### src/hdl/trsa_pkg.sv
// Package for the temporary register slot allocator.
// Holds table sizes, command, action and datapath operation codes, shared types
// and the slot-to-register mapping. Depends on nothing.
`timescale 1ns / 1ps

package trsa_pkg;

    localparam int SLOTS     = 16;
    localparam int NAME_BITS = 16;
    localparam int AGE_BITS  = 16;
    localparam int IDX_W     = (SLOTS > 1) ? $clog2(SLOTS) : 1;
    localparam int SLOTS_P2  = 1 << IDX_W;

    localparam logic [AGE_BITS-1:0] AGE_MAX = {AGE_BITS{1'b1}};

    localparam logic [4:0] REG_T0        = 5'd7;
    localparam logic [4:0] REG_T9        = 5'd16;
    localparam logic [5:0] REG_LO_BASE   = 6'd7;
    localparam logic [5:0] REG_SPLIT     = 6'd8;
    localparam logic [5:0] REG_HI_OFFSET = 6'd9;

    typedef logic [NAME_BITS-1:0] t_name;
    typedef logic [AGE_BITS-1:0]  t_age;
    typedef logic [IDX_W-1:0]     t_idx;

    typedef enum logic [1:0] {
        CMD_GET   = 2'd0,
        CMD_LOAD  = 2'd1,
        CMD_STORE = 2'd2,
        CMD_CLEAR = 2'd3
    } t_cmd;

    typedef enum logic [3:0] {
        ACT_DEFAULT     = 4'd0,
        ACT_HIT         = 4'd1,
        ACT_FILL_FREE   = 4'd2,
        ACT_SPILL_VICT  = 4'd3,
        ACT_FILL_VICT   = 4'd4,
        ACT_MEM_DEFAULT = 4'd5,
        ACT_COPY_SLOT   = 4'd6,
        ACT_CLEAR_SPILL = 4'd7,
        ACT_CLEAR_DONE  = 4'd8
    } t_action;

    typedef enum logic [2:0] {
        OP_NONE,
        OP_LATCH,
        OP_DECIDE,
        OP_SEARCH,
        OP_SPILL,
        OP_FILL,
        OP_WALK,
        OP_DONE
    } t_dp_op;

    typedef enum logic [2:0] {
        ST_IDLE,
        ST_DECODE,
        ST_SEARCH,
        ST_SPILL,
        ST_FILL,
        ST_WALK,
        ST_DONE
    } t_state;

    typedef struct packed {
        logic clear;
        logic spill;
        logic full_miss;
        logic walk_last;
    } t_dp_status;

    function automatic logic [4:0] reg_of(input t_idx j);
        logic [5:0] r;
        if (6'(j) < REG_SPLIT) begin
            r = REG_LO_BASE + 6'(j);
        end else begin
            r = 6'(j) + REG_HI_OFFSET;
        end
        return r[4:0];
    endfunction

endpackage

### src/hdl/trsa_ctrl.sv
// Controller state machine of the slot allocator.
// Sequences decode, victim search, spill and fill, and the clear walk.
// Depends on trsa_pkg.
`timescale 1ns / 1ps

module trsa_ctrl (
    input  logic                  i_clk,
    input  logic                  i_rst_n,
    input  logic                  i_start,
    input  trsa_pkg::t_dp_status  i_status,
    output logic                  o_busy,
    output trsa_pkg::t_dp_op      o_op
);

    trsa_pkg::t_state r_state;
    trsa_pkg::t_state n_state;

    always_ff @(posedge i_clk) begin
        if (!i_rst_n) begin
            r_state <= trsa_pkg::ST_IDLE;
        end else begin
            r_state <= n_state;
        end
    end

    always_comb begin
        n_state = r_state;
        case (r_state)
            trsa_pkg::ST_IDLE: begin
                if (i_start) begin
                    n_state = trsa_pkg::ST_DECODE;
                end
            end
            trsa_pkg::ST_DECODE: begin
                if (i_status.clear) begin
                    n_state = i_status.spill ? trsa_pkg::ST_WALK : trsa_pkg::ST_DONE;
                end else if (i_status.full_miss) begin
                    n_state = trsa_pkg::ST_SEARCH;
                end else begin
                    n_state = trsa_pkg::ST_IDLE;
                end
            end
            trsa_pkg::ST_SEARCH: n_state = trsa_pkg::ST_SPILL;
            trsa_pkg::ST_SPILL:  n_state = trsa_pkg::ST_FILL;
            trsa_pkg::ST_FILL:   n_state = trsa_pkg::ST_IDLE;
            trsa_pkg::ST_WALK: begin
                if (i_status.walk_last) begin
                    n_state = trsa_pkg::ST_DONE;
                end
            end
            trsa_pkg::ST_DONE:   n_state = trsa_pkg::ST_IDLE;
            default:             n_state = trsa_pkg::ST_IDLE;
        endcase
    end

    always_comb begin
        o_busy = (r_state != trsa_pkg::ST_IDLE);
        case (r_state)
            trsa_pkg::ST_IDLE:   o_op = i_start ? trsa_pkg::OP_LATCH : trsa_pkg::OP_NONE;
            trsa_pkg::ST_DECODE: o_op = trsa_pkg::OP_DECIDE;
            trsa_pkg::ST_SEARCH: o_op = trsa_pkg::OP_SEARCH;
            trsa_pkg::ST_SPILL:  o_op = trsa_pkg::OP_SPILL;
            trsa_pkg::ST_FILL:   o_op = trsa_pkg::OP_FILL;
            trsa_pkg::ST_WALK:   o_op = trsa_pkg::OP_WALK;
            trsa_pkg::ST_DONE:   o_op = trsa_pkg::OP_DONE;
            default:             o_op = trsa_pkg::OP_NONE;
        endcase
    end

endmodule

### src/hdl/trsa_datapath.sv
// Datapath of the slot allocator: slot table, tag compare, age update,
// oldest-slot search tree and registered result outputs.
// Depends on trsa_pkg.
`timescale 1ns / 1ps

module trsa_datapath (
    input  logic                  i_clk,
    input  logic                  i_rst_n,
    input  trsa_pkg::t_dp_op      i_op,
    input  logic [1:0]            i_cmd,
    input  logic [15:0]           i_name_id,
    input  logic                  i_is_temp,
    input  logic [4:0]            i_default_reg,
    input  logic                  i_spill_on_clear,
    output trsa_pkg::t_dp_status  o_status,
    output logic                  o_strobe,
    output logic [3:0]            o_action,
    output logic [4:0]            o_reg_number,
    output logic [15:0]           o_spill_name,
    output logic                  o_last
);

    trsa_pkg::t_cmd    r_cmd, n_cmd;
    trsa_pkg::t_name   r_name, n_name;
    logic              r_temp, n_temp;
    logic [4:0]        r_dflt, n_dflt;
    logic              r_spill, n_spill;

    trsa_pkg::t_name   r_slot_name [trsa_pkg::SLOTS];
    trsa_pkg::t_name   n_slot_name [trsa_pkg::SLOTS];
    trsa_pkg::t_age    r_slot_age  [trsa_pkg::SLOTS];
    trsa_pkg::t_age    n_slot_age  [trsa_pkg::SLOTS];
    logic [trsa_pkg::SLOTS-1:0] r_slot_valid, n_slot_valid;
    trsa_pkg::t_idx    r_idx, n_idx;

    logic              r_strobe, n_strobe;
    trsa_pkg::t_action r_action, n_action;
    logic [4:0]        r_reg, n_reg;
    logic [15:0]       r_spill_name, n_spill_name;
    logic              r_last, n_last;

    logic              hit;
    trsa_pkg::t_idx    hit_idx;
    logic              has_free;
    trsa_pkg::t_idx    free_idx;
    logic              is_clear;
    logic              lookup_only;
    trsa_pkg::t_name   sel_name;

    trsa_pkg::t_age    tree_age [trsa_pkg::IDX_W+1][trsa_pkg::SLOTS_P2];
    trsa_pkg::t_idx    tree_idx [trsa_pkg::IDX_W+1][trsa_pkg::SLOTS_P2];
    trsa_pkg::t_idx    max_idx;

    assign is_clear    = (r_cmd == trsa_pkg::CMD_CLEAR);
    assign lookup_only = (r_cmd == trsa_pkg::CMD_LOAD) &&
                         ((r_dflt < trsa_pkg::REG_T0) || (r_dflt > trsa_pkg::REG_T9));
    assign sel_name    = r_slot_name[r_idx];

    always_comb begin
        hit      = 1'b0;
        hit_idx  = '0;
        has_free = 1'b0;
        free_idx = '0;
        for (int j = trsa_pkg::SLOTS - 1; j >= 0; j--) begin
            if (r_slot_valid[j] && (r_slot_name[j] == r_name)) begin
                hit     = 1'b1;
                hit_idx = trsa_pkg::IDX_W'(j);
            end
            if (!r_slot_valid[j]) begin
                has_free = 1'b1;
                free_idx = trsa_pkg::IDX_W'(j);
            end
        end
    end

    // oldest slot, lowest index on ties
    always_comb begin
        for (int l = 0; l <= trsa_pkg::IDX_W; l++) begin
            for (int k = 0; k < trsa_pkg::SLOTS_P2; k++) begin
                tree_age[l][k] = '0;
                tree_idx[l][k] = '0;
            end
        end
        for (int k = 0; k < trsa_pkg::SLOTS_P2; k++) begin
            tree_idx[0][k] = trsa_pkg::IDX_W'(k);
            if (k < trsa_pkg::SLOTS) begin
                tree_age[0][k] = r_slot_age[k];
            end
        end
        for (int l = 0; l < trsa_pkg::IDX_W; l++) begin
            for (int k = 0; k < (trsa_pkg::SLOTS_P2 >> (l + 1)); k++) begin
                if (tree_age[l][2*k+1] > tree_age[l][2*k]) begin
                    tree_age[l+1][k] = tree_age[l][2*k+1];
                    tree_idx[l+1][k] = tree_idx[l][2*k+1];
                end else begin
                    tree_age[l+1][k] = tree_age[l][2*k];
                    tree_idx[l+1][k] = tree_idx[l][2*k];
                end
            end
        end
        max_idx = tree_idx[trsa_pkg::IDX_W][0];
    end

    always_comb begin
        n_cmd        = r_cmd;
        n_name       = r_name;
        n_temp       = r_temp;
        n_dflt       = r_dflt;
        n_spill      = r_spill;
        n_slot_name  = r_slot_name;
        n_slot_age   = r_slot_age;
        n_slot_valid = r_slot_valid;
        n_idx        = r_idx;
        n_strobe     = 1'b0;
        n_action     = r_action;
        n_reg        = r_reg;
        n_spill_name = r_spill_name;
        n_last       = r_last;
        case (i_op)
            trsa_pkg::OP_LATCH: begin
                n_cmd   = trsa_pkg::t_cmd'(i_cmd);
                n_name  = trsa_pkg::NAME_BITS'(i_name_id);
                n_temp  = i_is_temp;
                n_dflt  = i_default_reg;
                n_spill = i_spill_on_clear;
            end
            trsa_pkg::OP_DECIDE: begin
                if (is_clear) begin
                    n_idx = '0;
                end else if (!r_temp) begin
                    n_strobe     = 1'b1;
                    n_action     = (r_cmd == trsa_pkg::CMD_LOAD) ?
                                   trsa_pkg::ACT_MEM_DEFAULT : trsa_pkg::ACT_DEFAULT;
                    n_reg        = r_dflt;
                    n_spill_name = '0;
                    n_last       = 1'b1;
                end else if (lookup_only) begin
                    n_strobe     = 1'b1;
                    n_action     = hit ? trsa_pkg::ACT_COPY_SLOT : trsa_pkg::ACT_MEM_DEFAULT;
                    n_reg        = hit ? trsa_pkg::reg_of(hit_idx) : r_dflt;
                    n_spill_name = '0;
                    n_last       = 1'b1;
                end else begin
                    for (int j = 0; j < trsa_pkg::SLOTS; j++) begin
                        if (r_slot_valid[j] && (r_slot_age[j] != trsa_pkg::AGE_MAX)) begin
                            n_slot_age[j] = r_slot_age[j] + 1'b1;
                        end
                    end
                    if (hit) begin
                        n_strobe     = 1'b1;
                        n_action     = trsa_pkg::ACT_HIT;
                        n_reg        = trsa_pkg::reg_of(hit_idx);
                        n_spill_name = '0;
                        n_last       = 1'b1;
                    end else if (has_free) begin
                        n_slot_valid[free_idx] = 1'b1;
                        n_slot_name[free_idx]  = r_name;
                        n_slot_age[free_idx]   = '0;
                        n_strobe               = 1'b1;
                        n_action               = trsa_pkg::ACT_FILL_FREE;
                        n_reg                  = trsa_pkg::reg_of(free_idx);
                        n_spill_name           = '0;
                        n_last                 = 1'b1;
                    end
                end
            end
            trsa_pkg::OP_SEARCH: begin
                n_idx = max_idx;
            end
            trsa_pkg::OP_SPILL: begin
                n_strobe     = 1'b1;
                n_action     = trsa_pkg::ACT_SPILL_VICT;
                n_reg        = trsa_pkg::reg_of(r_idx);
                n_spill_name = 16'(sel_name);
                n_last       = 1'b0;
            end
            trsa_pkg::OP_FILL: begin
                n_slot_name[r_idx] = r_name;
                n_slot_age[r_idx]  = '0;
                n_strobe           = 1'b1;
                n_action           = trsa_pkg::ACT_FILL_VICT;
                n_reg              = trsa_pkg::reg_of(r_idx);
                n_spill_name       = '0;
                n_last             = 1'b1;
            end
            trsa_pkg::OP_WALK: begin
                if (r_slot_valid[r_idx]) begin
                    n_strobe     = 1'b1;
                    n_action     = trsa_pkg::ACT_CLEAR_SPILL;
                    n_reg        = trsa_pkg::reg_of(r_idx);
                    n_spill_name = 16'(sel_name);
                    n_last       = 1'b0;
                end
                n_idx = r_idx + 1'b1;
            end
            trsa_pkg::OP_DONE: begin
                n_slot_valid = '0;
                for (int j = 0; j < trsa_pkg::SLOTS; j++) begin
                    n_slot_age[j] = '0;
                end
                n_strobe     = 1'b1;
                n_action     = trsa_pkg::ACT_CLEAR_DONE;
                n_reg        = '0;
                n_spill_name = '0;
                n_last       = 1'b1;
            end
            default: begin
                n_strobe = 1'b0;
            end
        endcase
    end

    always_ff @(posedge i_clk) begin
        if (!i_rst_n) begin
            r_slot_valid <= '0;
            for (int j = 0; j < trsa_pkg::SLOTS; j++) begin
                r_slot_age[j] <= '0;
            end
            r_idx    <= '0;
            r_strobe <= 1'b0;
        end else begin
            r_slot_valid <= n_slot_valid;
            r_slot_age   <= n_slot_age;
            r_idx        <= n_idx;
            r_strobe     <= n_strobe;
        end
    end

    always_ff @(posedge i_clk) begin
        r_cmd        <= n_cmd;
        r_name       <= n_name;
        r_temp       <= n_temp;
        r_dflt       <= n_dflt;
        r_spill      <= n_spill;
        r_slot_name  <= n_slot_name;
        r_action     <= n_action;
        r_reg        <= n_reg;
        r_spill_name <= n_spill_name;
        r_last       <= n_last;
    end

    assign o_status.clear     = is_clear;
    assign o_status.spill     = r_spill;
    assign o_status.full_miss = !is_clear && r_temp && !lookup_only && !hit && !has_free;
    assign o_status.walk_last = (r_idx == trsa_pkg::IDX_W'(trsa_pkg::SLOTS - 1));

    assign o_strobe     = r_strobe;
    assign o_action     = r_action;
    assign o_reg_number = r_reg;
    assign o_spill_name = r_spill_name;
    assign o_last       = r_last;

endmodule

### src/hdl/temp_register_slot_allocator_top.sv
// Top level of the temporary register slot allocator.
// Joins the controller trsa_ctrl and the datapath trsa_datapath. Depends on trsa_pkg.
`timescale 1ns / 1ps

// A 16-slot fully associative table binds temporary names to registers 7-14
// and 17-24 with first-in first-out replacement. A transaction is taken when
// start is high and busy is low; each result appears for one cycle with
// o_strobe high, in the cycle after the step that makes it, and o_last marks the
// final result of a transaction. Results cannot be held off, so the receiver
// must take every strobe. Busy stays high through the decode step alone when a
// transaction hits, fills a free slot or uses the default register; a miss on
// a full table holds busy through decode (age update), search (oldest-slot
// search tree), spill and fill; clear holds it through decode and done, with
// the walk between them when it writes back, which visits one slot per cycle.
// A new transaction may start in the cycle in which the final result of the
// previous one is on the outputs.
module temp_register_slot_allocator_top (
    input  logic        i_clk,
    input  logic        i_rst_n,
    input  logic        start,
    output logic        busy,
    input  logic [1:0]  i_cmd,
    input  logic [15:0] i_name_id,
    input  logic        i_is_temp,
    input  logic [4:0]  i_default_reg,
    input  logic        i_spill_on_clear,
    output logic        o_strobe,
    output logic [3:0]  o_action,
    output logic [4:0]  o_reg_number,
    output logic [15:0] o_spill_name,
    output logic        o_last
);

    trsa_pkg::t_dp_status status;
    trsa_pkg::t_dp_op     op;

    trsa_ctrl u_ctrl (
        .i_clk    (i_clk),
        .i_rst_n  (i_rst_n),
        .i_start  (start),
        .i_status (status),
        .o_busy   (busy),
        .o_op     (op)
    );

    trsa_datapath u_datapath (
        .i_clk            (i_clk),
        .i_rst_n          (i_rst_n),
        .i_op             (op),
        .i_cmd            (i_cmd),
        .i_name_id        (i_name_id),
        .i_is_temp        (i_is_temp),
        .i_default_reg    (i_default_reg),
        .i_spill_on_clear (i_spill_on_clear),
        .o_status         (status),
        .o_strobe         (o_strobe),
        .o_action         (o_action),
        .o_reg_number     (o_reg_number),
        .o_spill_name     (o_spill_name),
        .o_last           (o_last)
    );

    a_accept_busy: assert property (@(posedge i_clk) disable iff (!i_rst_n)
        (start && !busy) |=> busy)
        else $error("accepted transaction did not raise busy");

    a_idle_last: assert property (@(posedge i_clk) disable iff (!i_rst_n)
        (!busy && o_strobe) |-> o_last)
        else $error("non-final result while idle");

    a_spill_fill: assert property (@(posedge i_clk) disable iff (!i_rst_n)
        (o_strobe && (o_action == 4'(trsa_pkg::ACT_SPILL_VICT))) |=>
        (o_strobe && (o_action == 4'(trsa_pkg::ACT_FILL_VICT)) &&
         (o_reg_number == $past(o_reg_number))))
        else $error("victim spill not followed by fill of the same register");

    a_clear_done: assert property (@(posedge i_clk) disable iff (!i_rst_n)
        (o_strobe && (o_action == 4'(trsa_pkg::ACT_CLEAR_DONE))) |->
        (o_last && (o_reg_number == 5'd0) && (o_spill_name == 16'd0)))
        else $error("malformed clear done result");

endmodule
### config.mk
export PLATFORM = sky130hd
export DESIGN_NAME = temp_register_slot_allocator_top
export DESIGN_NICKNAME = d
export VERILOG_FILES = /design/src/hdl/trsa_pkg.sv /design/src/hdl/trsa_ctrl.sv /design/src/hdl/trsa_datapath.sv /design/src/hdl/temp_register_slot_allocator_top.sv
export SDC_FILE = /design/constraint.sdc
export NUM_CORES = 2
export LEC_CHECK = 0
export BUFFER_PORTS_ARGS = -buffer_cell sky130_fd_sc_hd__buf_2
export CORE_MARGIN = 2
export CORE_UTILIZATION = 55
export DETAILED_ROUTE_END_ITERATION = 16
export HOLD_SLACK_MARGIN = 0.12
export PLACE_DENSITY = 0.68
export SLEW_MARGIN = 25
export SYNTH_ARGS = -nofsm -noshare
export SYNTH_HDL_FRONTEND = slang
export SYNTH_SLANG_ARGS = --single-unit
### constraint.sdc
create_clock -name i_clk -period 11.7 [get_ports i_clk]
set_clock_uncertainty 0.2 [all_clocks]
set_input_delay 0.585 -clock i_clk [delete_from_list [all_inputs] [get_ports i_clk]]
set_output_delay 0.585 -clock i_clk [all_outputs]
set_load 0.02 [all_outputs]
==> results.json <==
{
  "status": "complete, no violations",
  "cts_tree": "done",
  "avgSynthCellArea_sq_um": 9.26,
  "synth_warnings": 0,
  "ant_nets": 0,
  "fin_worst_hold_slack_ps": 182,
  "worstMarginPinSlew_ps": 1060,
  "routed_wl_mm": 136,
  "setup_slack_ps": 2040,
  "io_buffers": 55,
  "synth-async-reset-ratio_pct": 0,
  "syn_nets": 4833,
  "via_per_inst": 6.56,
  "netlist_instances": 4526,
  "leakage_nw": 17.1,
  "num_vias": 36400,
  "maxSlewHeadroom_pct": 28.5,
  "power_mw": 6.01,
  "worstPathArrival_ps": 9950,
  "h-tree-depth": 3,
  "grt_pass1_vias": 33700,
  "gp_congestion": 0.987,
  "synthesis.area_sq_mm": 0.0419,
  "cp_max_fo": 31,
  "nNetsFinal": 4818,
  "p_per_area_mw_per_mm2": 132,
  "antenna_found_initial": 1,
  "drv_slew": 0,
  "setup_viol": 0,
  "clkLatencyLatePin_ps": 660,
  "synth_enable_flop_cells": 307,
  "clk_path_buf_depth": 3,
  "endpoint_kind": "flip-flop",
  "die_h_um": 280,
  "first_pass_iters": 6,
  "fin_crit_ps": 9660,
  "rows": 101,
  "post-route-drc-count": 0,
  "ir_drop_mv": 0.161,
  "maxCapViolCount": 0,
  "first_iter_violations": 4084,
  "cts.reportedPaths.clkPinSlew_ps": 70,
  "core-area_sq_mm": 0.0757,
  "max_freq_mhz": 104,
  "dieArea_sq_mm": 0.0784,
  "worstPathRequired_ps": 11990,
  "ys.flop_type": "edfxtp_1",
  "post-place-ws_ps": 2010,
  "synth_cell_types": 90,
  "grt-ovfl-total": 0,
  "io_pins": 56,
  "fin_cells": 5544,
  "clock-sinks": 587,
  "ys_seq_elements": 587,
  "grt_start_max_net_pins": 66,
  "cts_resized": 0,
  "synth_seq_area_share_pct": 35.4,
  "criticalPathCategory": "flip-flop to flip-flop",
  "finalCritPeriodShare_pct": 82.5,
  "place_hpwl_mm": 99.3,
  "drive_above_1_share_pct": 10.3,
  "post-cts-setup-buffers": 0,
  "die_w_um": 280,
  "hold_buffers": 25,
  "fin_setup_tns_ps": 0,
  "cpPeakStageDelay_ps": 840,
  "crit_slowest_cell": "a41o_1",
  "dpl.cell_count": 5390,
  "cts_inserted_buffers": 71,
  "hold_viol_final": 0,
  "avgRoutedWirePerCell_um": 24.5,
  "hp-class": "input port to flip-flop",
  "initial_core_util_pct": 55.3,
  "worstSetupStartpointType": "flip-flop",
  "cts_root_buf": "clkbuf_16",
  "globalRouteTotalUtil_pct": 34.2,
  "rsz0062_at_grt": "false",
  "area_delta_synth_final_pct": 9.04,
  "grt_pass1_wl_mm": 207
}
synthesized netlist by cell type, types with 101 or more instances:
cell type / count / share of area [%]
o21ai_0: 156 / 1.9
nor2b_1: 211 / 3.2
xnor2_1: 195 / 4.1
dfxtp_1: 280 / 13
nor2_1: 201 / 1.8
clkbuf_1: 155 / 1.4
a31oi_1: 145 / 2.2
a21oi_1: 292 / 3.5
inv_1: 242 / 2.2
ha_1: 276 / 8.2
nand3_1: 146 / 1.7
nand4_1: 167 / 2.5
edfxtp_1: 307 / 22
and2_1: 101 / 1.5
nand2_1: 345 / 3.1
stage by stage:
step | cell area [sq um] | util, %
after floorplan | 41900 | -
after global routing | 45700 | 60.3
after global placement | 43000 | 56.8
after detailed placement | 43000 | 56.8
after CTS | 45700 | 60.3
final | 45700 | 60.3
critical path, delay by kind of cell, from the launching register on:
family	cells	cell delay, ps
buffers and inverters	4	950
AO/OA/AOI/OAI	20	4770
flip-flops	1	470
adder cells (fa/ha/maj)	4	1170
multiplexers	2	760
AND/OR/NAND/NOR	6	1200
flip-flops by register name, summed over array words and instances (netlist names):
signal                   flops
u_ctrl.r_state               3
u_datapath.o_action          4
u_datapath.o_last            1
u_datapath.o_reg_number      5
u_datapath.o_spill_name     16
u_datapath.o_strobe          1
u_datapath.r_cmd             2
u_datapath.r_dflt            5
u_datapath.r_idx             4
u_datapath.r_name           16
u_datapath.r_slot_age      256
u_datapath.r_slot_name     256
u_datapath.r_slot_valid     16
u_datapath.r_spill           1
u_datapath.r_temp            1
cell usage in the layout (no fill, tap or decap), types with 144 or more instances in the layout:
cell	count
a31oi_1	144
edfxtp_1	307
ha_1	276
dfxtp_1	278
nor2b_1	211
a21oi_1	290
o21ai_0	155
xnor2_1	195
inv_1	242
nand3_1	146
nor2_1	193
nand2_1	343
nand4_1	167
power by group:
part,total [mW],switching (mW),internal (mW),leakage [nW]
Sequential,2.29,0.0651,2.22,5.04
Clock,2.33,0.964,1.37,1.18
Combinational,1.39,0.875,0.515,10.9
kinds of logic after synthesis:
| group | synth area share (%) |
|---|---|
| AO/OA/AOI/OAI | 16.7 |
| XOR/XNOR | 5.92 |
| adder cells (fa/ha/maj) | 8.39 |
| buffers and inverters | 4.89 |
| flip-flops | 35.4 |
| multiplexers | 8.53 |
| AND/OR/NAND/NOR | 20.2 |
routing by layer:
metal	GRT usage (%)	part of all wire, %	up-vias	wire, um
met4	18.9	6.1	0	8300
met2	53.5	44	1719	60400
met5	0	0	-	0
li1	-	-	16800	-
met1	45.8	42	17400	56600
met3	4.92	7.9	376	10700
area by class of cell:
cell class | count | area (sq um)
fill | 6595 | 30000
multi-input combinational | 3446 | 25100
sequential | 587 | 14800
clock buffer | 94 | 1950
tap | 978 | 1220
timing repair buffer | 162 | 1140
inverter | 243 | 912
clock inverter | 33 | 472
antenna | 1 | 2.50
worst paths after layout:
check,startpoint,end,slack [ps],cells after the start
worst max register to register,u_datapath.r_slot_age[214],u_datapath.r_idx[0],2040,36
worst max-delay path,u_datapath.r_slot_age[214],u_datapath.r_idx[0],2040,36
worst min-delay path,i_rst_n,u_datapath.r_slot_age[37],180,2
worst min register to register,u_datapath.r_slot_age[180],u_datapath.r_slot_age[180],280,1
No activity file was read; power rests on OpenSTA's default activity.
